### config.mk
export PLATFORM = sky130hd
export DESIGN_NAME = glyph_bitmap_expander_unit
export DESIGN_NICKNAME = d
export VERILOG_FILES = /design/src/hdl/gbe_pkg.sv /design/src/hdl/gbe_front.sv /design/src/hdl/gbe_queue.sv /design/src/hdl/gbe_back.sv /design/src/hdl/glyph_bitmap_expander_unit.sv
export SDC_FILE = /design/constraint.sdc
export NUM_CORES = 1
export LEC_CHECK = 0
export BUFFER_PORTS_ARGS = -buffer_cell sky130_fd_sc_hd__buf_2
export CORE_ASPECT_RATIO = 1.1
export CORE_MARGIN = 4
export CORE_UTILIZATION = 50
export CTS_BUF_LIST = sky130_fd_sc_hd__clkbuf_16
export DETAILED_ROUTE_END_ITERATION = 6
export PLACE_DENSITY = 0.65
export SYNTH_ARGS = -nofsm -noshare
export SYNTH_HDL_FRONTEND = slang
export SYNTH_HIERARCHICAL = 1
export SYNTH_SLANG_ARGS = --single-unit
### constraint.sdc
create_clock -name clk_i -period 7.1 [get_ports clk_i]
set_clock_uncertainty 0.2 [all_clocks]
set_input_delay 1.065 -clock clk_i [delete_from_list [all_inputs] [get_ports clk_i]]
set_output_delay 1.065 -clock clk_i [all_outputs]
set_load 0.02 [all_outputs]
### src/hdl/gbe_pkg.sv
`timescale 1ns / 1ps
`default_nettype none
// ----------------------------------------------------------------------------
// gbe_pkg
// Shared types and constants of the glyph bitmap expander.
// ----------------------------------------------------------------------------
package gbe_pkg;

  localparam int QUEUE_DEPTH_DEF = 2;

  typedef enum logic [1:0] {
    FONT_MONO = 2'd0,
    FONT_AA2  = 2'd1,
    FONT_AA4  = 2'd2
  } font_mode_e;

  typedef enum logic [1:0] {
    REG_FONT_MODE    = 2'd0,
    REG_GLYPH_HEIGHT = 2'd1,
    REG_DRAW_COLOR   = 2'd2
  } cfg_reg_e;

  typedef struct packed {
    logic [1:0]  font_mode;
    logic [7:0]  glyph_height;
    logic [31:0] draw_color;
  } cfg_t;

  typedef struct packed {
    logic               glyph_start;
    logic signed [15:0] origin_x;
    logic signed [15:0] origin_y;
    logic        [7:0]  glyph_width;
    logic        [5:0]  row_bytes;
    logic        [7:0]  glyph_byte;
  } in_word_t;

  typedef struct packed {
    logic signed [15:0] pixel_x;
    logic signed [15:0] pixel_y;
    logic        [31:0] pixel_color;
    logic               last_of_byte;
  } out_word_t;

  // one classified byte: x of slot 0, row y, raw bits, slots to draw
  typedef struct packed {
    logic [15:0] x0;
    logic [15:0] y;
    logic [7:0]  bits;
    logic [7:0]  mask;
    logic [1:0]  mode;
  } job_t;

  typedef struct packed {
    logic full;
    logic empty;
  } q_stat_t;

endpackage

`default_nettype wire

### src/hdl/gbe_front.sv
`timescale 1ns / 1ps
`default_nettype none
// ----------------------------------------------------------------------------
// gbe_front
// Accepts bitmap words, tracks glyph geometry and row/byte/column position,
// and turns each byte into a job with a mask of the pixel slots to draw.
// ----------------------------------------------------------------------------
module gbe_front (
  input  wire logic            clk_i,
  input  wire logic            rst_ni,
  input  wire gbe_pkg::cfg_t   cfg_i,
  input  wire logic            in_valid_i,
  output logic                 in_ready_o,
  input  wire gbe_pkg::in_word_t in_word_i,
  input  wire logic            q_full_i,
  output logic                 push_o,
  output gbe_pkg::job_t        job_o
);
  import gbe_pkg::*;

  logic [15:0] base_x_q, base_x_d, base_y_q, base_y_d;
  logic [7:0]  width_q, width_d;
  logic [4:0]  bytes_q, bytes_d;
  logic [7:0]  row_q, row_d;
  logic [4:0]  bidx_q, bidx_d;
  logic [7:0]  col_q, col_d;

  logic [15:0] bx, by;
  logic [7:0]  w, row, col;
  logic [4:0]  bytes_e, bidx;
  logic [5:0]  rb_c, len, bidx_p1;
  logic        drop, eq_last, row_end, accept;
  logic [7:0]  used, rem, avail, col_adv;
  logic [3:0]  mono_cnt, cnt2, cnt4, cnt;
  logic [7:0]  nz1, nz2, nz4, nz, mask;
  logic [7:0]  b;

  assign in_ready_o = !q_full_i;
  assign accept     = in_valid_i && in_ready_o;
  assign b          = in_word_i.glyph_byte;

  always_comb begin
    if (in_word_i.row_bytes == 6'd0) begin
      rb_c = 6'd1;
    end else if (in_word_i.row_bytes > 6'd32) begin
      rb_c = 6'd32;
    end else begin
      rb_c = in_word_i.row_bytes;
    end
    // a new glyph restarts everything from its own geometry
    if (in_word_i.glyph_start) begin
      bx      = in_word_i.origin_x;
      by      = in_word_i.origin_y;
      w       = in_word_i.glyph_width;
      bytes_e = rb_c[4:0];
      row     = 8'd0;
      bidx    = 5'd0;
      col     = 8'd0;
    end else begin
      bx      = base_x_q;
      by      = base_y_q;
      w       = width_q;
      bytes_e = bytes_q;
      row     = row_q;
      bidx    = bidx_q;
      col     = col_q;
    end
  end

  assign len     = (bytes_e == 5'd0) ? 6'd32 : {1'b0, bytes_e};
  assign bidx_p1 = {1'b0, bidx} + 6'd1;
  assign eq_last = (bidx_p1 == len);
  assign row_end = (bidx_p1 >= len);
  assign drop    = (row >= cfg_i.glyph_height);
  assign used    = {bidx, 3'b000};
  assign rem     = w - used;
  assign avail   = (w > col) ? (w - col) : 8'd0;

  always_comb begin
    if (!eq_last) begin
      mono_cnt = 4'd8;
    end else if (w <= used) begin
      mono_cnt = 4'd0;
    end else if (rem > 8'd8) begin
      mono_cnt = 4'd8;
    end else begin
      mono_cnt = rem[3:0];
    end
    cnt2 = (avail >= 8'd4) ? 4'd4 : avail[3:0];
    cnt4 = (avail >= 8'd2) ? 4'd2 : avail[3:0];
  end

  always_comb begin
    nz1 = '0;
    nz2 = '0;
    nz4 = '0;
    for (int i = 0; i < 8; i++) begin
      nz1[i] = b[7-i];
    end
    for (int i = 0; i < 4; i++) begin
      nz2[i] = |b[7-2*i -: 2];
    end
    for (int i = 0; i < 2; i++) begin
      nz4[i] = |b[7-4*i -: 4];
    end
  end

  always_comb begin
    unique case (cfg_i.font_mode)
      FONT_MONO: begin
        cnt = mono_cnt; nz = nz1; col_adv = {4'd0, mono_cnt};
      end
      FONT_AA2: begin
        cnt = cnt2; nz = nz2; col_adv = {4'd0, cnt2};
      end
      FONT_AA4: begin
        cnt = cnt4; nz = nz4; col_adv = {4'd0, cnt4};
      end
      default: begin
        // unused mode: columns move as in mono, nothing drawn
        cnt = 4'd0; nz = '0; col_adv = 8'd8;
      end
    endcase
    for (int i = 0; i < 8; i++) begin
      mask[i] = (4'(i) < cnt) && nz[i];
    end
  end

  assign job_o.x0   = bx + {8'd0, col};
  assign job_o.y    = by + {8'd0, row};
  assign job_o.bits = b;
  assign job_o.mask = mask;
  assign job_o.mode = cfg_i.font_mode;
  assign push_o     = accept && !drop && (mask != 8'd0);

  always_comb begin
    base_x_d = base_x_q;
    base_y_d = base_y_q;
    width_d  = width_q;
    bytes_d  = bytes_q;
    row_d    = row_q;
    bidx_d   = bidx_q;
    col_d    = col_q;
    if (accept) begin
      base_x_d = bx;
      base_y_d = by;
      width_d  = w;
      bytes_d  = bytes_e;
      row_d    = row;
      bidx_d   = bidx;
      col_d    = col;
      if (!drop) begin
        if (row_end) begin
          row_d  = row + 8'd1;
          bidx_d = 5'd0;
          col_d  = 8'd0;
        end else begin
          bidx_d = bidx + 5'd1;
          col_d  = col + col_adv;
        end
      end
    end
  end

  always_ff @(posedge clk_i or negedge rst_ni) begin
    if (!rst_ni) begin
      base_x_q <= '0;
      base_y_q <= '0;
      width_q  <= '0;
      bytes_q  <= 5'd1;
      row_q    <= '0;
      bidx_q   <= '0;
      col_q    <= '0;
    end else begin
      base_x_q <= base_x_d;
      base_y_q <= base_y_d;
      width_q  <= width_d;
      bytes_q  <= bytes_d;
      row_q    <= row_d;
      bidx_q   <= bidx_d;
      col_q    <= col_d;
    end
  end

endmodule

`default_nettype wire

### src/hdl/gbe_queue.sv
`timescale 1ns / 1ps
`default_nettype none
// ----------------------------------------------------------------------------
// gbe_queue
// Short job FIFO between the classifier and the pixel emitter.
// ----------------------------------------------------------------------------
module gbe_queue #(
  parameter int DEPTH = gbe_pkg::QUEUE_DEPTH_DEF
) (
  input  wire logic          clk_i,
  input  wire logic          rst_ni,
  input  wire logic          push_i,
  input  wire gbe_pkg::job_t push_job_i,
  input  wire logic          pop_i,
  output gbe_pkg::job_t      head_o,
  output gbe_pkg::q_stat_t   stat_o
);
  import gbe_pkg::*;

  localparam int PtrW = (DEPTH > 1) ? $clog2(DEPTH) : 1;
  localparam int CntW = $clog2(DEPTH + 1);

  job_t            mem_q [DEPTH];
  logic [PtrW-1:0] wr_ptr_q, wr_ptr_d, rd_ptr_q, rd_ptr_d;
  logic [CntW-1:0] count_q, count_d;
  logic            do_push, do_pop;

  assign stat_o.full  = (count_q == CntW'(DEPTH));
  assign stat_o.empty = (count_q == '0);
  assign do_push      = push_i && !stat_o.full;
  assign do_pop       = pop_i && !stat_o.empty;
  assign head_o       = mem_q[rd_ptr_q];

  always_comb begin
    wr_ptr_d = wr_ptr_q;
    rd_ptr_d = rd_ptr_q;
    count_d  = count_q;
    if (do_push) begin
      wr_ptr_d = (wr_ptr_q == PtrW'(DEPTH - 1)) ? '0 : wr_ptr_q + 1'b1;
    end
    if (do_pop) begin
      rd_ptr_d = (rd_ptr_q == PtrW'(DEPTH - 1)) ? '0 : rd_ptr_q + 1'b1;
    end
    if (do_push && !do_pop) begin
      count_d = count_q + 1'b1;
    end else if (do_pop && !do_push) begin
      count_d = count_q - 1'b1;
    end
  end

  always_ff @(posedge clk_i or negedge rst_ni) begin
    if (!rst_ni) begin
      wr_ptr_q <= '0;
      rd_ptr_q <= '0;
      count_q  <= '0;
    end else begin
      wr_ptr_q <= wr_ptr_d;
      rd_ptr_q <= rd_ptr_d;
      count_q  <= count_d;
    end
  end

  always_ff @(posedge clk_i) begin
    if (do_push) begin
      mem_q[wr_ptr_q] <= push_job_i;
    end
  end

endmodule

`default_nettype wire

### src/hdl/gbe_back.sv
`timescale 1ns / 1ps
`default_nettype none
// ----------------------------------------------------------------------------
// gbe_back
// Pixel emitter: walks the draw mask of one job, lowest slot first, one pixel
// word per cycle unless the output stalls, into a registered output stage.
// ----------------------------------------------------------------------------
module gbe_back (
  input  wire logic          clk_i,
  input  wire logic          rst_ni,
  input  wire gbe_pkg::cfg_t cfg_i,
  input  wire logic          q_valid_i,
  input  wire gbe_pkg::job_t head_i,
  output logic               pop_o,
  output logic               out_valid_o,
  input  wire logic          out_ready_i,
  output gbe_pkg::out_word_t out_word_o
);
  import gbe_pkg::*;

  job_t      work_q, work_d;
  logic      work_v_q, work_v_d;
  out_word_t out_q, out_d;
  logic      out_v_q, out_v_d;

  logic       emit, last;
  logic [7:0] sel, rest;
  logic [2:0] k;
  logic [1:0] d2;
  logic [3:0] d4;
  logic [7:0] alpha;

  assign sel  = work_q.mask & (~work_q.mask + 8'd1);
  assign rest = work_q.mask & ~sel;

  always_comb begin
    k = 3'd0;
    for (int i = 7; i >= 0; i--) begin
      if (work_q.mask[i]) begin
        k = 3'(i);
      end
    end
  end

  // slot k of 2bpp sits at bit 6-2k, of 4bpp at bit 4-4k
  assign d2 = work_q.bits[{~k[1:0], 1'b0} +: 2];
  assign d4 = work_q.bits[{~k[0], 2'b00} +: 4];

  always_comb begin
    unique case (work_q.mode)
      FONT_AA2: alpha = {4{~d2}};
      FONT_AA4: alpha = {2{~d4}};
      default:  alpha = 8'd0;
    endcase
  end

  assign emit  = work_v_q && (!out_v_q || out_ready_i);
  assign last  = emit && (rest == 8'd0);
  assign pop_o = q_valid_i && (!work_v_q || last);

  always_comb begin
    work_d   = work_q;
    work_v_d = work_v_q;
    out_d    = out_q;
    out_v_d  = out_v_q;
    if (pop_o) begin
      work_d   = head_i;
      work_v_d = 1'b1;
    end else if (last) begin
      work_v_d = 1'b0;
    end else if (emit) begin
      work_d.mask = rest;
    end
    if (emit) begin
      out_v_d                 = 1'b1;
      out_d.pixel_x           = work_q.x0 + {13'd0, k};
      out_d.pixel_y           = work_q.y;
      out_d.pixel_color       = cfg_i.draw_color | {alpha, 24'd0};
      out_d.last_of_byte      = (rest == 8'd0);
    end else if (out_ready_i) begin
      out_v_d = 1'b0;
    end
  end

  always_ff @(posedge clk_i or negedge rst_ni) begin
    if (!rst_ni) begin
      work_v_q <= 1'b0;
      out_v_q  <= 1'b0;
    end else begin
      work_v_q <= work_v_d;
      out_v_q  <= out_v_d;
    end
  end

  always_ff @(posedge clk_i) begin
    work_q <= work_d;
    out_q  <= out_d;
  end

  assign out_valid_o = out_v_q;
  assign out_word_o  = out_q;

endmodule

`default_nettype wire

### src/hdl/glyph_bitmap_expander_unit.sv
`timescale 1ns / 1ps
`default_nettype none
// A byte's job passes the job queue, the work register and the output register.
// Throughput: one byte per cycle at the input while the job queue has room; the
// emitter gives one pixel per cycle unless the output stalls, 0 to 8 per byte.
// Bytes that draw nothing never reach the emitter; a 2-deep job queue decouples.
// Reset: counters and geometry cleared, bytes per row 1, height 16, mode mono.
// ----------------------------------------------------------------------------
// glyph_bitmap_expander_unit
// Expands streamed 1/2/4 bpp glyph bitmap bytes into drawn pixel words.
// ----------------------------------------------------------------------------
module glyph_bitmap_expander_unit #(
  parameter int QUEUE_DEPTH = gbe_pkg::QUEUE_DEPTH_DEF
) (
  input  wire logic               clk_i,
  input  wire logic               rst_ni,
  input  wire logic               cfg_we_i,
  input  wire logic [1:0]         cfg_idx_i,
  input  wire logic [31:0]        cfg_wdata_i,
  input  wire logic               in_valid_i,
  output logic                    in_ready_o,
  input  wire gbe_pkg::in_word_t  in_word_i,
  output logic                    out_valid_o,
  input  wire logic               out_ready_i,
  output gbe_pkg::out_word_t      out_word_o
);
  import gbe_pkg::*;

  cfg_t    cfg_q;
  job_t    push_job, head;
  logic    push, pop;
  q_stat_t q_stat;

  always_ff @(posedge clk_i or negedge rst_ni) begin
    if (!rst_ni) begin
      cfg_q.font_mode    <= FONT_MONO;
      cfg_q.glyph_height <= 8'd16;
      cfg_q.draw_color   <= '0;
    end else if (cfg_we_i) begin
      unique case (cfg_idx_i)
        REG_FONT_MODE:    cfg_q.font_mode    <= cfg_wdata_i[1:0];
        REG_GLYPH_HEIGHT: cfg_q.glyph_height <= cfg_wdata_i[7:0];
        REG_DRAW_COLOR:   cfg_q.draw_color   <= cfg_wdata_i;
        default: ;
      endcase
    end
  end

  gbe_front u_front (
    .clk_i      (clk_i),
    .rst_ni     (rst_ni),
    .cfg_i      (cfg_q),
    .in_valid_i (in_valid_i),
    .in_ready_o (in_ready_o),
    .in_word_i  (in_word_i),
    .q_full_i   (q_stat.full),
    .push_o     (push),
    .job_o      (push_job)
  );

  gbe_queue #(
    .DEPTH (QUEUE_DEPTH)
  ) u_queue (
    .clk_i      (clk_i),
    .rst_ni     (rst_ni),
    .push_i     (push),
    .push_job_i (push_job),
    .pop_i      (pop),
    .head_o     (head),
    .stat_o     (q_stat)
  );

  gbe_back u_back (
    .clk_i       (clk_i),
    .rst_ni      (rst_ni),
    .cfg_i       (cfg_q),
    .q_valid_i   (!q_stat.empty),
    .head_i      (head),
    .pop_o       (pop),
    .out_valid_o (out_valid_o),
    .out_ready_i (out_ready_i),
    .out_word_o  (out_word_o)
  );

  a_q_flags : assert property (@(posedge clk_i) disable iff (!rst_ni)
    !(q_stat.full && q_stat.empty))
    else $error("queue full and empty at once");

  a_push_draws : assert property (@(posedge clk_i) disable iff (!rst_ni)
    push |-> (push_job.mask != 8'd0))
    else $error("job queued with nothing to draw");

  a_pop_nonempty : assert property (@(posedge clk_i) disable iff (!rst_ni)
    pop |-> !q_stat.empty)
    else $error("pop from empty queue");

  a_push_room : assert property (@(posedge clk_i) disable iff (!rst_ni)
    push |-> !q_stat.full)
    else $error("push into full queue");

endmodule

`default_nettype wire

==> results of run 1 <==
## Yosys cell counts (5+ instances only)
library cell | instances | area share
a211oi_1 | 8 | 0.0037
a21boi_0 | 6 | 0.0028
a21o_1 | 17 | 0.0078
a21oi_1 | 46 | 0.014
a22o_1 | 7 | 0.0038
a31oi_1 | 13 | 0.0050
a32o_1 | 7 | 0.0043
a32oi_1 | 5 | 0.0027
and3_1 | 7 | 0.0027
buf_1 | 14 | 0.0032
buf_12 | 5 | 0.0061
buf_4 | 11 | 0.0051
buf_6 | 6 | 0.0041
clkbuf_1 | 15 | 0.0034
dfrtp_1 | 112 | 0.17
edfxtp_1 | 215 | 0.40
fa_1 | 6 | 0.0074
ha_1 | 51 | 0.039
inv_1 | 54 | 0.012
mux2_2 | 76 | 0.052
mux2_4 | 79 | 0.073
mux2i_1 | 14 | 0.0086
nand2_1 | 75 | 0.017
nand2b_1 | 12 | 0.0046
nand3_1 | 20 | 0.0061
nand4_1 | 10 | 0.0038
nor2_1 | 62 | 0.014
nor2b_1 | 41 | 0.016
nor3_1 | 11 | 0.0034
nor4_1 | 7 | 0.0027
o211ai_1 | 8 | 0.0037
o21a_1 | 7 | 0.0032
o21ai_0 | 38 | 0.012
o22ai_1 | 10 | 0.0038
o31ai_1 | 6 | 0.0028
or2_2 | 6 | 0.0023
or3_1 | 6 | 0.0023
xnor2_1 | 33 | 0.018
xor2_1 | 28 | 0.015
## metrics by stage
stage	util	std cells	area, um^2	power, mW
floorplan	-	1225	16300	4.44
global placement	0.540	1772	17400	4.90
detailed placement	0.540	1772	17400	4.95
CTS	0.573	1836	18500	6.64
global route	0.573	1836	18500	6.95
finish	0.573	1836	18500	6.57
## layout make-up
cell class,count,share of cell area
Sequential cell,329,0.503
Multi-Input combinational cell,788,0.350
Timing Repair Buffer,174,0.0499
Clock buffer,36,0.0487
Tap cell,426,0.0288
Inverter,55,0.0112
Clock inverter,28,0.00825
## kinds of logic (layout without fill, tap and decap cells)
logic type,count (synthesis),in the layout,share of synthesized area
AND/OR/NAND/NOR,280,280,0.0877
XOR/XNOR,61,61,0.0327
adder cells (fa/ha/maj),60,60,0.0483
AO/OA/AOI/OAI,218,218,0.0923
flip-flops,329,329,0.570
multiplexers,169,169,0.134
buffers and inverters,108,293,0.0352
## how the worst max path moves through the flow
stage / startpoint / endpoint / slack [ns] / cells after the start
after global placement: in_word_i[54] / u_queue/mem_q[0][47] / 0.73 / 18
after floorplan: in_word_i[54] / u_queue/mem_q[0][0] / 0.12 / 19
after CTS: in_word_i[54] / u_front/col_q[5] / 1.04 / 21
final: in_word_i[54] / u_front/col_q[5] / 1.01 / 21
after detailed placement: in_word_i[54] / u_front/col_q[5] / 0.52 / 21
after global routing: in_word_i[54] / u_front/col_q[7] / 0.49 / 22
## critical path, cell delays in order
cell	delay, ns
buf_4	0.47
mux2i_1	0.33
ha_1	0.21
inv_1	0.06
fa_1	0.44
o31a_1	0.27
a31oi_1	0.18
nand2_1	0.14
o2111a_1	0.16
a311oi_2	0.62
o31ai_1	0.21
a31oi_4	0.33
nand2b_1	0.20
inv_1	0.06
ha_1	0.27
a21oi_1	0.25
o21ai_0	0.13
o31a_1	0.28
a31oi_1	0.24
nor3_1	0.10
o311ai_0	0.28
## power by group through the flow
| stage | sequential (mW) | combinational (mW) | clock [mW] |
|---|---|---|---|
| finish | 2.89 | 2.02 | 1.66 |
| global route | 2.94 | 2.22 | 1.79 |
| CTS | 2.89 | 2.04 | 1.71 |
| detailed placement | 2.93 | 2.03 | 0 |
| global placement | 2.91 | 1.99 | 0 |
| floorplan | 2.91 | 1.54 | 0 |
## registers in the layout, indices dropped and copies added, names as in the netlist
name	cells
cfg_q	42
u_back/out_valid_o	1
u_back/out_word_o	65
u_back/work_q	50
u_back/work_v_q	1
u_front/base_x_q	16
u_front/base_y_q	16
u_front/bidx_q	5
u_front/bytes_q	5
u_front/col_q	8
u_front/row_q	8
u_front/width_q	8
u_queue/count_q	2
u_queue/mem_q	100
u_queue/rd_ptr_q	1
u_queue/wr_ptr_q	1
## routing by layer
metal / GRT usage / up-vias / part of all wire
met5: 0 / - / 0
li1: - / 4846 / -
met2: 0.317 / 224 / 0.49
met4: 0.0571 / 0 / 0.025
met1: 0.242 / 4843 / 0.45
met3: 0.0335 / 48 / 0.039
==> flow_summary_export.csv, run 1 <==
group,metric,value,unit
floorplanning,dieHeight,198,um
clocking,cts_tree,"built",
sta,finalWorstSetupSlack,1.01,ns
clocking,hold_buffers,0,
hold_path,hold_depth,0,
drt,wirelength,33.6,mm
place,pre_cts_slack,0.523,ns
final_layout,nFillCells,2655,
clocking,numCtsBuffers,35,
drt,detail_route.wl_per_cell,18.3,um
hold_path,worst_hold_path.endpoint,"u_back/out_word_o[39]",
critical_path,rrSetupSlack,1.69,ns
global_route,grt_overflow,0,
pwr,power.leakage,7.66,nW
floorplanning,start_util,0.506,
sta,setup-tns-final,0,ns
final_layout,multi_input_area,0.00647,mm^2
sta,holdWs,0.217,ns
critical_path,crit_fanout,48,
critical_path,end_kind,"register",
yosys,yosys_warnings,6,
sta,rsz0062_at_grt,"no",
clocking,cts_resized,0,
global_route,grt_max_degree,67,
final_layout,mostFrequentLayoutCells,"edfxtp_1 (215), buf_2 (158), dfrtp_1 (111)",
yosys,synth_cells,1225,
pwr,power_frac_clock,0.253,
floorplanning,core,0.0323,mm^2
global_route,grtUsageTotal,0.185,
pwr,p_int,4.48,mW
place,io_buffer_count,160,
floorplanning,fp-row-count,69,
critical_path,timing.rr.start,"u_front/col_q[1]",
final_layout,regArea,0.00931,mm^2
pwr,p_sw_frac,0.319,
global_route,grt_pass1_wl,53.3,mm
critical_path,critical_path_class,"in2reg",
sta,period_share,0.858,
final_layout,drive_above_1_share,0.287,
drt,drc,0,
critical_path,r2r_end,"u_front/col_q[5]",
hold_path,hold_class,"reg2reg",
critical_path,worstRegToRegCells,19,
yosys,ys_types,81,
place,gp_congestion,0.879,
pwr,p_seq_frac,0.440,
floorplanning,dieArea,0.0356,mm^2
yosys,synth_edf_count,215,
final_layout,mostFrequentLayoutCell,"edfxtp_1",
clocking,clkSlewWorstSetupHoldPaths,0.06,ns
drt,dr.pass1.iters,6,
global_route,antenna_found_initial,0,
drt,vias_per_cell,5.43,
drt,drtAntennaViolNets,0,
clocking,cts_buffer_depth,3,
yosys,ys_async_sr_fraction,0.347,
final_layout,final_nets,1534,
sta,worstMarginPinSlew,1.02,ns
run,max-cap-violations,0,
hold_path,min_from,"u_back/work_q[24]",
critical_path,startpoint_type,"primary input",
drt,drtIter0Drc,639,
drt,vias,9961,
floorplanning,die_x,180,um
place,hpwl,24.1,mm
yosys,synth_area,0.0163,mm^2
pwr,comb_power_share,0.307,
yosys,syn_area_per_cell,13.3,um^2
clocking,clock_sink_count,329,
sta,worst_slew_margin_rel,0.320,
clocking,htree_levels,2,
sta,fmax,0.164,GHz
yosys,synth_flop_cell,"edfxtp_1",
run_status,status,"completed",
yosys,ys_seq_area_frac,0.570,
pwr,irDropWorstVdd,172,uV
clocking,cts_setup_buffers,0,
floorplanning,io_pins,161,
final_layout,area_growth,13.3,%
sta,slew_violations,0,
sta,setup_viol,0,
global_route,first_global_vias,10100,
clocking,cts_root_buffer,"clkbuf_16",
yosys,synth_seq_cells,329,
critical_path,cp.required,7.31,ns
final_layout,diodes,0,
sta,hold_viol,0,
yosys,syn-num-nets,1376,
sta,min_period,6.09,ns
clocking,clkLatencyLatePin,0.53,ns
critical_path,worstPathArrival,6.30,ns
pwr,power.switching,2.09,mW
pwr,p_per_area,355,mW/mm^2
No activity file was read; power rests on OpenSTA's default activity.
==> run 2, diff against run 1 <==
==> constraint.sdc (replaced) <==
create_clock -name clk_i -period 7.55 [get_ports clk_i]
set_clock_uncertainty 0.2 [all_clocks]
set_input_delay 1.1325 -clock clk_i [delete_from_list [all_inputs] [get_ports clk_i]]
set_output_delay 1.1325 -clock clk_i [all_outputs]
set_load 0.02 [all_outputs]
==> run 2 against run 1 <==
  * Sequential share of layout area is essentially flat
  * The run now ends with design-rule violations left
  * First-iteration DRC count rose by 25%
  * Design area barely moved
  * Largest cell class unchanged
==> flow_summary_export.csv, run 2 (synthesized netlist as in run 1, its figures left out) <==
group,metric,value,unit
run_status,status,"finished, violations left",
run_status,violations,"design-rule violations",
critical_path,cp.required,7.56,ns
drt,drtAntennaViolNets,0,
critical_path,slowest_stage,"buf_4",
sta,slew_violations,0,
sta,setup_viol,0,
sta,worstMarginPinSlew,0.894,ns
sta,rsz0062_at_grt,"no",
sta,hold_viol,0,
critical_path,critical_path.max_stage_delay,0.57,ns
clocking,numCtsBuffers,35,
place,io_buffer_count,160,
critical_path,end_kind,"register",
critical_path,worstPathArrival,6.18,ns
floorplanning,io_pins,161,
clocking,cts_buffer_depth,3,
global_route,grt_pass1_wl,52.9,mm
drt,drc,1,
run,max-cap-violations,0,
place,placed_area,0.0174,mm^2
clocking,cts_resized,0,
sta,setup-tns-final,0,ns
clocking,clkLatencyLatePin,0.52,ns
critical_path,startpoint_type,"primary input",
global_route,grt_overflow,0,
clocking,cts_root_buffer,"clkbuf_16",
final_layout,mostFrequentLayoutCells,"edfxtp_1 (215), buf_2 (158), dfrtp_1 (111)",
final_layout,mostFrequentLayoutCell,"edfxtp_1",
clocking,clkSlewWorstSetupHoldPaths,0.06,ns
sta,worst_slew_margin_rel,0.404,
sta,fmax,0.162,GHz
global_route,antenna_found_initial,1,
final_layout,largest_register_ffs,100,
floorplanning,core,0.0323,mm^2
pwr,p_per_area,336,mW/mm^2
drt,drtIter0Drc,796,
hold_path,hold_class,"reg2reg",
drt,wirelength,33.1,mm
clocking,cts_tree,"built",
final_layout,final_nets,1529,
floorplanning,fp-row-count,69,
drt,detail_route.wl_per_cell,18.0,um
clocking,clock_sink_count,329,
clocking,htree_levels,2,
place,hpwl,23.6,mm
floorplanning,dieArea,0.0356,mm^2
floorplanning,die_x,180,um
pwr,power.leakage,7.66,nW
floorplanning,start_util,0.506,
clocking,hold_buffers,0,
final_layout,top_register,"u_queue/mem_q",
final_layout,drive_above_1_share,0.285,
clocking,cts_setup_buffers,0,
global_route,first_global_vias,9947,
critical_path,path_cells,"buf_4 > buf_4 > mux2_2 > ha_1 > or3_1 > a22oi_1 > nand4_1 > o21ai_0 > o31ai_2 > and2_1 > a211oi_1 > or3_1 > o311a_1 > nand2_1 > nor2_4 > buf_12",
global_route,grtUsageTotal,0.183,
drt,vias_per_cell,5.46,
pwr,irDropWorstVdd,184,uV
global_route,grt_max_degree,66,
final_layout,area_growth,13.4,%
sta,min_period,6.18,ns
final_layout,stdcell_area,0.0185,mm^2
sta,period_share,0.818,
critical_path,critical_path_class,"in2reg",
sta,holdWs,0.218,ns
drt,vias,9998,
drt,dr.pass1.iters,7,
place,gp_congestion,0.863,
critical_path,crit_fanout,55,
floorplanning,dieHeight,198,um
[run 2: cell count changes in the layout (fill, tap and decap cells not counted), sizes merged]
cell      delta
bufinv       +2
diode        +1
clkinv       +4
inv          -3
buf          -5
clkinvlp     -3
[run 2: per-stage QoR]
| stage | instances | setup slack (ns) | power [mW] | utilization |
|---|---|---|---|---|
| 5_1_grt | 1832 | 0.786 | 6.57 | 0.573 |
| 4_1_cts | 1831 | 1.42 | 6.28 | 0.573 |
| 3_3_place_gp | 1767 | 0.964 | 4.59 | 0.540 |
| 2_1_floorplan | 1225 | 0.134 | 4.18 | - |
| 6_report | 1832 | 1.37 | 6.21 | 0.573 |
| 3_5_place_dp | 1767 | 0.851 | 4.64 | 0.540 |
[run 2: worst paths after layout]
check | start | endpoint | slack, ns | depth (start not counted)
setup / recovery | in_word_i[54] | u_queue/mem_q[0][49] | 1.37 | 16
hold / removal | u_back/work_q[32] | u_back/out_word_o[47] | 0.22 | 0
setup reg to reg | u_front/col_q[0] | u_front/col_q[7] | 2.18 | 21
hold reg to reg | u_back/work_q[32] | u_back/out_word_o[47] | 0.22 | 0
max in group asynchronous | rst_ni | u_queue/rd_ptr_q | 5.26 | 2
min in group asynchronous | rst_ni | u_front/base_x_q[7] | 0.53 | 1
[run 2: critical path: cells and delay by family]
kind,cells,cell delay (ns)
simple gates,6,1.56
fa+ha+maj,1,0.33
mux,1,0.42
buf+inv,3,1.38
compound gates,5,1.31
[run 2: routing by layer]
metal  vias to the layer above  GRT usage  wire length (um)
met5                         -          0                 0
met4                         0     0.0524               688
met3                        44     0.0298              1430
met2                       213      0.312             16300
met1                      4899      0.245             14600
li1                       4842          -                 -
[run 2: layout make-up]
cell class                 instances  area (um^2)
fill                            2627        13800
sequential                       329         9310
multi-input combinational        788         6470
clock buffer                      36          901
timing repair buffer             169          898
tap                              426          533
inverter                          55          206
clock inverter                    28          188
antenna                            1         2.50
[run 2: power by group]
| part | internal, mW | switching [mW] | total [mW] |
|---|---|---|---|
| registers | 2.48 | 0.244 | 2.72 |
| logic | 0.855 | 1.02 | 1.88 |
| clock network | 0.935 | 0.677 | 1.61 |
| total | 4.27 | 1.95 | 6.21 |
==> run 3, diff against run 2 <==
--- a/config.mk
+++ b/config.mk
@@ -5,6 +5,7 @@
 export SDC_FILE = /design/constraint.sdc
 export NUM_CORES = 1
 export LEC_CHECK = 0
+export ABC_AREA = 1
 export BUFFER_PORTS_ARGS = -buffer_cell sky130_fd_sc_hd__buf_2
 export CORE_ASPECT_RATIO = 1.1
 export CORE_MARGIN = 4
==> constraint.sdc (replaced) <==
create_clock -name clk_i -period 6.25 [get_ports clk_i]
set_clock_uncertainty 0.2 [all_clocks]
set_input_delay 0.9375 -clock clk_i [delete_from_list [all_inputs] [get_ports clk_i]]
set_output_delay 0.9375 -clock clk_i [all_outputs]
set_load 0.02 [all_outputs]
==> run 3 against run 2 <==
  * The flow now finishes without violations
  * Design area fell by 2.1%
  * Highest routed layer unchanged
  * Routed wire length rose by 3.1%
  * Clock-buffer cell count fell by 2
  * Hold slack got worse by 0.0079 ns
  * Largest cell class unchanged
  * First-iteration DRC count rose by 12%
  * Core utilization rose by 0.24 points
  * Critical endpoint is now u_queue/mem_q[0][20]
==> flow_summary_export.csv, run 3 <==
group,metric,value,unit
critical_path,slowest_stage,"buf_4",
final_layout,diodes,0,
yosys,yosys.cell_count.top_type,"nand2_1",
hold_path,hold_depth,0,
yosys,synth_mux_area_frac,0.00499,
drt,drtAntennaViolNets,0,
drt,wirelength,34.1,mm
yosys,synth_compound_area_frac,0.0628,
sta,setup_viol,0,
critical_path,worstPathArrival,4.96,ns
critical_path,critical_path.max_stage_delay,0.51,ns
floorplanning,io_pins,161,
drt,drc,0,
final_layout,mostFrequentLayoutCells,"nand2_1 (487), edfxtp_1 (215), inv_1 (177)",
clocking,clkLatencyLatePin,0.52,ns
sta,holdWs,0.211,ns
drt,detail_route.wl_per_cell,15.3,um
clocking,cts_buffer_depth,3,
yosys,synth_flop_cell,"edfxtp_1",
critical_path,cpMostUsedCell,"nand2_1",
sta,min_period,5.01,ns
final_layout,mostFrequentLayoutCell,"nand2_1",
sta,worst_slew_margin_rel,0.382,
yosys,synth_seq_cells,329,
sta,slew_violations,0,
floorplanning,fp-row-count,68,
yosys,ys_seq_area_frac,0.581,
yosys,syn-num-nets,1782,
yosys,synth_top_cell_area_share,0.403,
drt,dr.pass1.iters,5,
clocking,hold_buffers,0,
final_layout,drive_above_1_share,0.163,
yosys,syn_area_per_cell,9.83,um^2
yosys,synth_edf_count,215,
yosys,synth_top_area_cell,"edfxtp_1",
critical_path,cp_num_cells,27,
critical_path,startpoint_type,"primary input",
yosys,synth_area_leaders,"edfxtp_1 (40%), dfrtp_1 (17%), nand2_1 (11%), ha_1 (4.0%), inv_1 (4.0%)",
yosys,synth_xor_area_frac,0.0300,
critical_path,end_kind,"register",
drt,drtIter0Drc,889,
run,max-cap-violations,0,
sta,setup-tns-final,0,ns
yosys,synth_cells,1631,
drt,vias_per_cell,5.11,
clocking,cts_tree,"built",
critical_path,worstRegToRegCells,26,
floorplanning,dieArea,0.0350,mm^2
yosys,synth_area,0.0160,mm^2
place,dp.cells,2160,
global_route,grt_max_degree,66,
final_layout,final_nets,1927,
critical_path,critical_path_class,"in2reg",
yosys,yosys.area_share.simple,0.205,
floorplanning,die_x,179,um
critical_path,cp.required,6.20,ns
pwr,p_per_area,452,mW/mm^2
run_status,status,"completed",
sta,fmax,0.199,GHz
place,gp_congestion,0.890,
final_layout,top_register,"u_queue/mem_q",
sta,period_share,0.802,
clocking,cts_resized,0,
pwr,total_power,8.19,mW
yosys,ys_types,53,
yosys,yosys_warnings,6,
critical_path,cp_top_family,"simple AND/OR/NAND/NOR gates",
critical_path,crit_fanout,50,
floorplanning,core,0.0315,mm^2
place,hpwl,24.5,mm
global_route,grt_overflow,0,
critical_path,cp_num_buf_inv,7,
pwr,irDropWorstVdd,264,uV
hold_path,hold_class,"reg2reg",
sta,hold_viol,0,
global_route,antenna_found_initial,0,
clocking,clkSlewWorstSetupHoldPaths,0.06,ns
sta,worstMarginPinSlew,0.926,ns
global_route,first_global_vias,10700,
yosys,ys_async_sr_fraction,0.347,
clocking,cts_setup_buffers,0,
clocking,htree_levels,2,
yosys,ys_top_cells_by_count,"nand2_1 (487), edfxtp_1 (215), inv_1 (170)",
drt,vias,11400,
final_layout,largest_register_ffs,100,
global_route,grtUsageTotal,0.194,
yosys,synthAdderAreaFrac,0.0473,
final_layout,area_growth,13.0,%
yosys,synth_top_family_by_area,"simple AND/OR/NAND/NOR gates",
final_layout,instances_no_fill,2222,
sta,rsz0062_at_grt,"no",
pwr,power.leakage,8.40,nW
clocking,clock_sink_count,329,
place,io_buffer_count,160,
floorplanning,start_util,0.509,
clocking,cts_root_buffer,"clkbuf_16",
clocking,numCtsBuffers,34,
floorplanning,dieHeight,196,um
global_route,grt_pass1_wl,54.7,mm
==> run 3: cell types whose count changed after synthesis, sizes merged, moves of 12 or more <==
cell	before	now
a21o	17	2
inv	55	184
mux2	155	0
nand2	75	515
nand2b	12	0
nand3	20	69
nand4	10	55
nor2	62	83
nor2b	41	0
o21ai	41	106
xnor2	33	21
==> run 3: path summary, 6_finish.rpt <==
| kind | start | endpoint | slack [ns] |
|---|---|---|---|
| max | in_word_i[54] | u_queue/mem_q[0][20] | 1.24 |
| min | u_back/work_q[23] | u_back/out_word_o[38] | 0.21 |
| max reg2reg | u_front/bidx_q[0] | u_queue/mem_q[0][20] | 1.72 |
| min reg2reg | u_back/work_q[23] | u_back/out_word_o[38] | 0.21 |
| max in group asynchronous | rst_ni | u_front/base_x_q[10] | 4.29 |
| min in group asynchronous | rst_ni | u_front/row_q[2] | 0.30 |
==> run 3: routing by layer <==
layer,track usage,wire length [um]
met3,0.0320,2170
met5,0,0
met1,0.282,15700
met4,0.0483,615
met2,0.306,15600
==> run 3: area by class of cell <==
type	count	area, um^2
fill	2700	13400
sequential	329	9310
multi-input combinational	1053	5620
timing repair buffer	172	906
clock buffer	34	851
inverter	186	698
tap	420	526
clock inverter	28	210
==> run 3: cell families (layout without fill, tap and decap cells) <==
family / after synthesis / count (layout)
buffers and inverters: 249 / 420
multiplexers: 8 / 8
AO/OA/AOI/OAI: 181 / 181
adder cells (fa/ha/maj): 57 / 57
XOR/XNOR: 55 / 55
AND/OR/NAND/NOR: 752 / 752
flip-flops: 329 / 329
==> run 3: power breakdown <==
part           internal (mW)  switching (mW)
combinational          0.826            1.89
clock                   1.05           0.840
sequential              3.29           0.284
==> run 3: stage by stage <==
stage          utilization  instance area [um^2]  setup slack [ns]
5_1_grt              0.576                 18100             0.812
3_3_place_gp         0.542                 17100             0.903
4_1_cts              0.576                 18100              1.26
3_5_place_dp         0.542                 17100             0.744
2_1_floorplan            -                 16000             0.140
6_report             0.576                 18100              1.24
